### src/rtl/zcws_pkg.sv
`timescale 1ns / 1ps
`default_nettype none

package zcws_pkg;

    // Sample width of the audio stream
    localparam int unsigned SAMPLE_BITS = 16;
    localparam int unsigned WSIZE_BITS  = 16;
    localparam logic [WSIZE_BITS-1:0] WSIZE_RESET = 16'd1024;
    localparam logic [WSIZE_BITS-1:0] WSIZE_MIN   = 16'd2;

    // Result queue: three slots, so a last beat can drop two results in
    // while one is still waiting at the output
    localparam int unsigned QUEUE_DEPTH = 3;
    localparam logic [1:0]  QUEUE_LAST  = 2'd2;

    typedef enum logic [1:0] {
        PH_COUNT = 2'd0,
        PH_POS   = 2'd1,
        PH_NEG   = 2'd2,
        PH_ZERO  = 2'd3
    } phase_t;

    typedef struct packed {
        logic signed [SAMPLE_BITS-1:0] sample;
        logic                          last;
    } in_beat_t;

    typedef struct packed {
        logic signed [SAMPLE_BITS-1:0] sample_out;
        logic                          starts_window;
        logic                          last_out;
    } out_beat_t;

    // Magnitude, one bit wider so the most negative sample fits
    function automatic logic [SAMPLE_BITS:0] mag(input logic signed [SAMPLE_BITS-1:0] v);
        logic [SAMPLE_BITS:0] ext;
        ext = {v[SAMPLE_BITS-1], v};
        return v[SAMPLE_BITS-1] ? (~ext + 1'b1) : ext;
    endfunction

    // Queue pointer increment, wrapping over the three slots
    function automatic logic [1:0] inc3(input logic [1:0] p);
        return (p == QUEUE_LAST) ? 2'd0 : p + 2'd1;
    endfunction

endpackage

`default_nettype wire

### src/rtl/zero_crossing_window_splitter.sv
`timescale 1ns / 1ps
`default_nettype none

// Zero-crossing window splitter. Takes one signed sample per cycle and passes
// each sample out one input later, flagging the first sample of every window;
// a window runs at least the minimum window length (values below 2 act as 2)
// and then ends at the next sign change or zero, starting the new window on the
// smaller-magnitude side of the crossing (the later sample on a tie). A beat
// with last set releases any held sample and itself, so it yields one or two
// results back to back, and the next beat starts a fresh stream. All
// decisions are one compare and counter update per cycle, so the block
// sustains one sample per cycle; results sit in a three-slot output queue,
// and s_ready drops only while that queue holds two or more results. The
// minimum window length must be written through the cfg port while the block
// is idle, which it does not enforce; no clearing pass is needed after reset.
module zero_crossing_window_splitter (
    input  wire                        aclk,
    input  wire                        aresetn,
    // input samples
    input  wire                        s_valid,
    output logic                       s_ready,
    input  wire zcws_pkg::in_beat_t    s_data,
    // results
    output logic                       m_valid,
    input  wire                        m_ready,
    output zcws_pkg::out_beat_t        m_data,
    // minimum window length register
    input  wire                        cfg_valid,
    output logic                       cfg_ready,
    input  wire [zcws_pkg::WSIZE_BITS-1:0] cfg_data
);

    localparam int unsigned SB = zcws_pkg::SAMPLE_BITS;
    localparam int unsigned WB = zcws_pkg::WSIZE_BITS;

    // Configuration and stream state
    logic [WB-1:0]         wsize_reg;
    logic [WB-1:0]         offset_reg, offset_next;
    zcws_pkg::phase_t      phase_reg, phase_next;
    logic signed [SB-1:0]  held_reg, held_next;
    logic                  held_valid_reg, held_valid_next;
    logic                  held_starts_reg, held_starts_next;

    // Result queue
    zcws_pkg::out_beat_t   queue_reg [zcws_pkg::QUEUE_DEPTH];
    logic [1:0]            rd_ptr_reg, rd_ptr_next;
    logic [1:0]            wr_ptr_reg, wr_ptr_next;
    logic [1:0]            count_reg, count_next;

    logic                  in_acc, out_acc;
    logic [WB-1:0]         ws_eff;
    logic                  cur_starts;
    logic                  held_starts_upd;
    logic                  decide;
    logic                  push0, push1;
    logic [1:0]            wr1_idx;
    zcws_pkg::out_beat_t   held_entry, cur_entry;

    assign cfg_ready = 1'b1;
    assign in_acc    = s_valid && s_ready;
    assign out_acc   = m_valid && m_ready;
    assign ws_eff    = (wsize_reg < zcws_pkg::WSIZE_MIN) ? zcws_pkg::WSIZE_MIN : wsize_reg;

    // Crossing search decision
    always_comb begin
        unique case (phase_reg)
            zcws_pkg::PH_POS:  decide = (s_data.sample <= 0);
            zcws_pkg::PH_NEG:  decide = (s_data.sample >= 0);
            zcws_pkg::PH_ZERO: decide = 1'b1;
            default:           decide = 1'b0;
        endcase
    end

    // Next stream state
    always_comb begin
        offset_next      = offset_reg;
        phase_next       = phase_reg;
        cur_starts       = 1'b0;
        held_starts_upd  = held_starts_reg;
        if (phase_reg == zcws_pkg::PH_COUNT) begin
            cur_starts = (offset_reg == '0);
            if (offset_reg >= ws_eff) begin
                if (s_data.sample > 0)
                    phase_next = zcws_pkg::PH_POS;
                else if (s_data.sample < 0)
                    phase_next = zcws_pkg::PH_NEG;
                else
                    phase_next = zcws_pkg::PH_ZERO;
            end else begin
                offset_next = offset_reg + 1'b1;
            end
        end else if (decide) begin
            if (held_valid_reg && (zcws_pkg::mag(held_reg) < zcws_pkg::mag(s_data.sample))) begin
                held_starts_upd = 1'b1;
                offset_next     = WB'(2);
            end else begin
                cur_starts      = 1'b1;
                offset_next     = WB'(1);
            end
            phase_next = zcws_pkg::PH_COUNT;
        end

        held_next        = s_data.sample;
        held_valid_next  = 1'b1;
        held_starts_next = cur_starts;
        if (s_data.last) begin
            // stream ends: back to reset values
            offset_next      = '0;
            phase_next       = zcws_pkg::PH_COUNT;
            held_next        = '0;
            held_valid_next  = 1'b0;
            held_starts_next = 1'b1;
        end
    end

    // Results of this beat and queue bookkeeping
    always_comb begin
        held_entry.sample_out    = held_reg;
        held_entry.starts_window = held_starts_upd;
        held_entry.last_out      = 1'b0;
        cur_entry.sample_out     = s_data.sample;
        cur_entry.starts_window  = cur_starts;
        cur_entry.last_out       = 1'b1;

        push0   = in_acc && held_valid_reg;
        push1   = in_acc && s_data.last;
        wr1_idx = push0 ? zcws_pkg::inc3(wr_ptr_reg) : wr_ptr_reg;

        wr_ptr_next = wr_ptr_reg;
        if (push0 && push1)
            wr_ptr_next = zcws_pkg::inc3(zcws_pkg::inc3(wr_ptr_reg));
        else if (push0 || push1)
            wr_ptr_next = zcws_pkg::inc3(wr_ptr_reg);

        rd_ptr_next = out_acc ? zcws_pkg::inc3(rd_ptr_reg) : rd_ptr_reg;
        count_next  = count_reg + {1'b0, push0} + {1'b0, push1} - {1'b0, out_acc};
    end

    assign s_ready = (count_reg <= 2'd1);
    assign m_valid = (count_reg != 2'd0);
    assign m_data  = queue_reg[rd_ptr_reg];

    // Control registers
    always_ff @(posedge aclk) begin
        if (!aresetn) begin
            wsize_reg       <= zcws_pkg::WSIZE_RESET;
            offset_reg      <= '0;
            phase_reg       <= zcws_pkg::PH_COUNT;
            held_valid_reg  <= 1'b0;
            held_starts_reg <= 1'b1;
            held_reg        <= '0;
            rd_ptr_reg      <= '0;
            wr_ptr_reg      <= '0;
            count_reg       <= '0;
        end else begin
            if (cfg_valid && cfg_ready)
                wsize_reg <= cfg_data;
            if (in_acc) begin
                offset_reg      <= offset_next;
                phase_reg       <= phase_next;
                held_reg        <= held_next;
                held_valid_reg  <= held_valid_next;
                held_starts_reg <= held_starts_next;
            end
            rd_ptr_reg <= rd_ptr_next;
            wr_ptr_reg <= wr_ptr_next;
            count_reg  <= count_next;
        end
    end

    // Queue slots
    always_ff @(posedge aclk) begin
        if (push0)
            queue_reg[wr_ptr_reg] <= held_entry;
        if (push1)
            queue_reg[wr1_idx] <= cur_entry;
    end

    // Checks
    a_count_bound: assert property (@(posedge aclk) disable iff (!aresetn)
        count_reg <= 2'd3)
        else $error("result queue overfilled");

    a_search_has_held: assert property (@(posedge aclk) disable iff (!aresetn)
        (phase_reg != zcws_pkg::PH_COUNT) |-> (held_valid_reg && offset_reg >= zcws_pkg::WSIZE_MIN))
        else $error("crossing search without a held sample");

    a_last_clears: assert property (@(posedge aclk) disable iff (!aresetn)
        (in_acc && s_data.last) |=> (!held_valid_reg && phase_reg == zcws_pkg::PH_COUNT
                                     && offset_reg == '0))
        else $error("stream state not cleared after last");

    a_ptr_gap: assert property (@(posedge aclk) disable iff (!aresetn)
        (count_reg == 2'd0) |-> (rd_ptr_reg == wr_ptr_reg))
        else $error("queue pointers disagree with empty count");

endmodule

`default_nettype wire

### config.mk
export PLATFORM = sky130hd
export DESIGN_NAME = zero_crossing_window_splitter
export DESIGN_NICKNAME = d
export VERILOG_FILES = /design/src/rtl/zcws_pkg.sv /design/src/rtl/zero_crossing_window_splitter.sv
export SDC_FILE = /design/constraint.sdc
export NUM_CORES = 1
export LEC_CHECK = 0
export ABC_AREA = 1
export ABC_CLOCK_PERIOD_IN_PS = 3300
export BUFFER_PORTS_ARGS = -buffer_cell sky130_fd_sc_hd__buf_4
export CORE_UTILIZATION = 40
export CTS_CLUSTER_SIZE = 30
export DETAILED_ROUTE_END_ITERATION = 8
export PLACE_DENSITY_LB_ADDON = 0.12
export SKIP_CTS_REPAIR_TIMING = 1
export SYNTH_ARGS = -nofsm -noshare
export SYNTH_HDL_FRONTEND = slang
export SYNTH_SLANG_ARGS = --single-unit
### constraint.sdc
create_clock -name aclk -period 3.3 [get_ports aclk]
set_input_delay 0.33 -clock aclk [delete_from_list [all_inputs] [get_ports aclk]]
set_output_delay 0.33 -clock aclk [all_outputs]
set_load 0.03 [all_outputs]
[Yosys cells after proc, flatten, opt, wreduce, memory -nomap -nowiden]
Memories as Yosys holds them, arrays and structs flattened. A register that Yosys moved wholly into a read port is not among the register bits.
Cells that the tools add are included.
Cells by class
  order comparisons: 8
  reduce and logical (&&, ||, !) cells: 14
  multiplexer cells: 36
  eq/ne operators: 8
  $add $sub $neg: 9
  bitwise logic cells: 2
Operator list (count)
  $mux W16: 6
  $add A17 B1 Y17 const B: 2
  $mux W17: 2
  $not A17 Y17: 2
  $mux W2: 14
  $lt A17 B17 Y1: 1
  $add A16 B1 Y16 const B: 1
  $ge A16 B1 Y1 const B: 1
  $ge A16 B16 Y1: 1
  $gt A16 B1 Y1 const B: 1
  $le A16 B1 Y1 const B: 1
  $logic_not A16 Y1: 1
  $lt A16 B1 Y1 const B: 1
  $lt A16 B2 Y1 const B: 1
  $mux W1: 13
  $eq A2 B2 Y1 const B: 5
  $add A2 B1 Y2 const B: 3
  $logic_and A1 B1 Y1: 6
  $reduce_and A3 Y1: 2
  $add A2 B1 Y2: 2
  $reduce_bool A2 Y1: 2
  $ne A3 B2 Y1 const B: 1
  $ne A3 B3 Y1 const B: 1
  $pmux W1 S3: 1
  other kinds (6): 6
Storage, ports and cells
  memories: 1
  word-level logic and storage cells: 87
  RAM bits: 54
  register bits after elaboration: 58
Memory list
  queue_reg: depth 3, width 18, read ports 1, clocked after memory_dff 1, write ports 2, RTL line zero_crossing_window_splitter.sv:45  | zcws_pkg::out_beat_t queue_reg [zcws_pkg::QUEUE_DEPTH];

[Logic depth before layout (Yosys ltp)]
  word-level depth: 9
  depth in mapped cells: 21
  depth with buffers taken out: 21

[Worst setup path after synthesis]
Ideal clock, no wire load.
  path type: register to register
  start: register held_reg[0]
  end: memory queue_reg[2][1] (netlist name), data pin
  path buffers: 0
  data required time: 3.038 ns
  stages on the path, launching flop included: 21
  slack: 0.475 ns
  arrival time: 2.563 ns
  cell sequence: dfxtp_1 > inv_1 > ha_1 > inv_1 > nor3_1 > nand3_1 > nor3_1 > nor2_1 > nor2_1 > o21ai_0 > xor2_1 > ha_1 > nand2_1 > nor2_1 > nand2_1 > inv_1 > nand4_1 > nand4_1 > nor2_1 > a21oi_1 > o21ai_0
RTL lines
  start, declared: RTL line zero_crossing_window_splitter.sv:40  | logic signed [SB-1:0] held_reg, held_next;
  start signal, assigned: RTL line zero_crossing_window_splitter.sv:161  | held_reg <= held_next;
  end, declared: RTL line zero_crossing_window_splitter.sv:45

==> flow_metrics.tcl <==
set metrics [dict create \
    status "complete, no violations" \
    worst_path_dominant_cell_family "simple AND/OR/NAND/NOR gates" \
    crit_path_frequent_cell "sky130_fd_sc_hd__nor2_2" \
    row_count 47 \
    timing.setup.critical_path_class "reg2reg" \
    remaining_antenna_violation_count_after_routing 0 \
    whs_ns 0.111 \
    design.die.area_um2 17800 \
    insertedDiodeCount 0 \
    worstRegToRegCells 20 \
    cp_num_buf_inv 3 \
    rd_place_congestion 0.897 \
    power_density_nw_per_um2 639 \
    synth.top_cells.by_count "sky130_fd_sc_hd__nand2_1 (176), sky130_fd_sc_hd__inv_1 (104), sky130_fd_sc_hd__a21oi_1 (102)" \
    drive_gt1_share_pct 19.3 \
    synthDominantAreaCellType "sky130_fd_sc_hd__edfxtp_1" \
    pin_count_of_the_biggest_net_entering_global_routing 31 \
    worst-endpoint-required_ns 3.48 \
    hold_end "wsize_reg[10]$_SDFFE_PN1P_" \
    ys.flop_type "sky130_fd_sc_hd__dfxtp_1" \
    port_buffers 57 \
    maximum_root_to_sink_buffer_count 2 \
    final_net_count 1028 \
    antenna_found_initial 0 \
    drc 0 \
    ctsRootBufferMaster "sky130_fd_sc_hd__clkbuf_16" \
    slew_at_the_pin_closest_to_its_max_slew_limit_ns 1.08 \
    fmaxAchievable_mhz 326 \
    initial_drc_count 363 \
    timing.hold.worst.class "in2reg" \
    drv_cap 0 \
    dr_total_vias 6020 \
    clock_skew_ns 0.00767 \
    critPathLaunchType "register" \
    standard_cell_core_area_um2 16800 \
    crit_chain "inv_2 -> ha_4 -> inv_2 -> nor3_4 -> nand3_2 -> nor3_2 -> nor2_2 -> nor2_2 -> o21ai_1 -> xor2_1 -> ha_1 -> nand2_1 -> nor2_2 -> nand2_1 -> inv_2 -> nand4_1 -> nand4_1 -> nor2_2 -> a21oi_2 -> o21ai_1" \
    largest_reg_flops 54 \
    synthesis.area_per_instance_um2 7.86 \
    yosys.cell_count.top_type "sky130_fd_sc_hd__nand2_1" \
    detail_route.vias_per_cell 5.08 \
    finalSetupTns_ns 0 \
    library_cells_used_by_synthesis 46 \
    hold_depth 2 \
    grt_pass1_vias 5760 \
    timing.rr.end "queue_reg[0][1]$_DFFE_PP_" \
    min_period_over_period_pct 92.9 \
    initial_core_util_pct 41.3 \
    critPathMaxStageDelay_ns 0.32 \
    holdCritStartpoint "cfg_valid" \
    total_congestion_overflow_after_global_routing 0 \
    layout.filler_cells 1642 \
    synth_top_cell_area_share_pct 22.1 \
    ys_seq_elements 114 \
    timing.critical_path.fanout_max 3 \
    edff_count_synth 51 \
    timing.slew.headroom_pct 27.9 \
    postSynth.asyncResetShare_pct 0 \
    dr.pass1.iters 5 \
    yosys_warnings 0 \
    synthesis.instances 881 \
    ranking_of_synthesized_cells_by_area "sky130_fd_sc_hd__edfxtp_1 (22%), sky130_fd_sc_hd__dfxtp_1 (18%), sky130_fd_sc_hd__nand2_1 (9.5%)" \
    route.detailed.wl_per_inst_um 15.6 \
    detailed_place_hpwl_mm 13.3 \
    critical-path-slowest-cell "sky130_fd_sc_hd__dfxtp_2" \
    die-width_um 134 \
    vdd.ir_drop.worst_mv 0.351 \
    die_h_um 134 \
    io-pin-count 59 \
    total_leakage_power_uw 0.00353 \
    clock_insertion_delay_worst_skew_ns 0.43 \
    finalMaxSlewViolations 0 \
    postRouteWirelength_mm 18.5 \
    clock_transition_at_the_registers_of_the_reported_paths_ns 0.05 \
    setup.reg_to_reg.worst_slack_ns 0.23 \
    syn_area_um2 6930 \
    period_minus_slack_ns 3.07 \
    ctsHtreeMaxLevel 4 \
    numClockSinks 114 \
    endpoint_kind_of_the_worst_setup_timing_path "register" \
    worst-endpoint-arrival_ns 3.24 \
    finalHoldViolCount 0 \
    area_overhead_vs_synth_pct 20.0 \
    ys_seq_area_share_pct 40.3 \
    crit-reg2reg-launch "held_reg[0]$_SDFFE_PN0P_" \
    tritoncts "done" \
    grt_first_pass_wirelength_mm 30.1 \
    grt_util_all_layers_pct 21.9 \
    setup-violations-final 0 \
    tritoncts.num_buffers 17 \
]
## cell type report
| class | instances | area [um^2] | share of cell area [%] |
|---|---|---|---|
| clock inverter | 15 | 143 | 1.72 |
| multi-input combinational | 619 | 3600 | 43.3 |
| inverter | 118 | 445 | 5.36 |
| sequential | 114 | 2790 | 33.6 |
| tap | 220 | 275 | 3.31 |
| clock buffer | 17 | 425 | 5.12 |
| timing repair buffer | 82 | 628 | 7.56 |
## worst max path at each step
stage | from | slack, ns | endpoint | cells past startpoint
final | held_reg[0]$_SDFFE_PN0P_ | 0.23 | queue_reg[0][1]$_DFFE_PP_ | 20
after global routing | held_reg[1]$_SDFFE_PN0P_ | -0.02 | queue_reg[0][1]$_DFFE_PP_ | 20
after CTS | held_reg[0]$_SDFFE_PN0P_ | 0.02 | queue_reg[1][1]$_DFFE_PP_ | 20
after detailed placement | held_reg[0]$_SDFFE_PN0P_ | 0.03 | queue_reg[1][1]$_DFFE_PP_ | 20
after global placement | held_reg[0]$_SDFFE_PN0P_ | 0.11 | queue_reg[2][1]$_DFFE_PP_ | 20
after floorplan | held_reg[0]$_SDFFE_PN0P_ | 0.48 | queue_reg[2][1]$_DFFE_PP_ | 20
## logic make-up after synthesis
| family | share of synthesized area (%) |
|---|---|
| simple gates | 21.6 |
| buf+inv | 8.78 |
| other cells | 0.108 |
| compound gates | 18.7 |
| flops | 40.3 |
| xor+xnor | 3.54 |
| fa+ha+maj | 6.97 |
## per-layer routing
metal  share of wire [%]  up-vias  track usage (%)  wire, um
met2                  49      112             37.0      9120
met5                   0        -                0         0
met4                 2.1        0             9.22       382
li1                    -     3112                -         -
met1                  45     2772             27.6      8360
met3                 3.5       24             3.84       640
## report_power, final
| part | internal [uW] | switching, uW | leakage [uW] |
|---|---|---|---|
| logic | 608 | 1160 | 0.00227 |
| registers | 1660 | 90.7 | 0.00100 |
| clock network | 1100 | 694 | 0.000256 |
## placed cells by master, fill, tap and decap left out, types with 5 or more instances in the layout
cell type,count
sky130_fd_sc_hd__nor3_1,17
sky130_fd_sc_hd__a21oi_1,100
sky130_fd_sc_hd__clkinv_1,7
sky130_fd_sc_hd__o22ai_1,29
sky130_fd_sc_hd__o22ai_2,18
sky130_fd_sc_hd__edfxtp_1,51
sky130_fd_sc_hd__o21ai_0,39
sky130_fd_sc_hd__nor2_2,7
sky130_fd_sc_hd__clkinvlp_4,7
sky130_fd_sc_hd__nand3_1,22
sky130_fd_sc_hd__nand2_1,174
sky130_fd_sc_hd__buf_4,81
sky130_fd_sc_hd__nand4_1,12
sky130_fd_sc_hd__nor4_1,5
sky130_fd_sc_hd__inv_1,98
sky130_fd_sc_hd__nor2_1,79
sky130_fd_sc_hd__dfxtp_1,62
sky130_fd_sc_hd__inv_2,15
sky130_fd_sc_hd__xor2_1,28
sky130_fd_sc_hd__ha_1,36
sky130_fd_sc_hd__clkbuf_16,17
sky130_fd_sc_hd__nand2_2,5
## metrics by stage
stage                     util (%)  worst slack [ns]  cell area, um^2  total power, uW  instances
after floorplan                  -             0.475             6930             2940        882
after global routing          49.6           -0.0157             8310             5590       1185
after CTS                     48.8            0.0192             8190             5300       1178
final                         49.6             0.234             8310             5310       1185
after detailed placement      45.5            0.0326             7620             3510       1146
after global placement        45.5             0.107             7620             3500       1146
(Power assumes the default switching activity.)
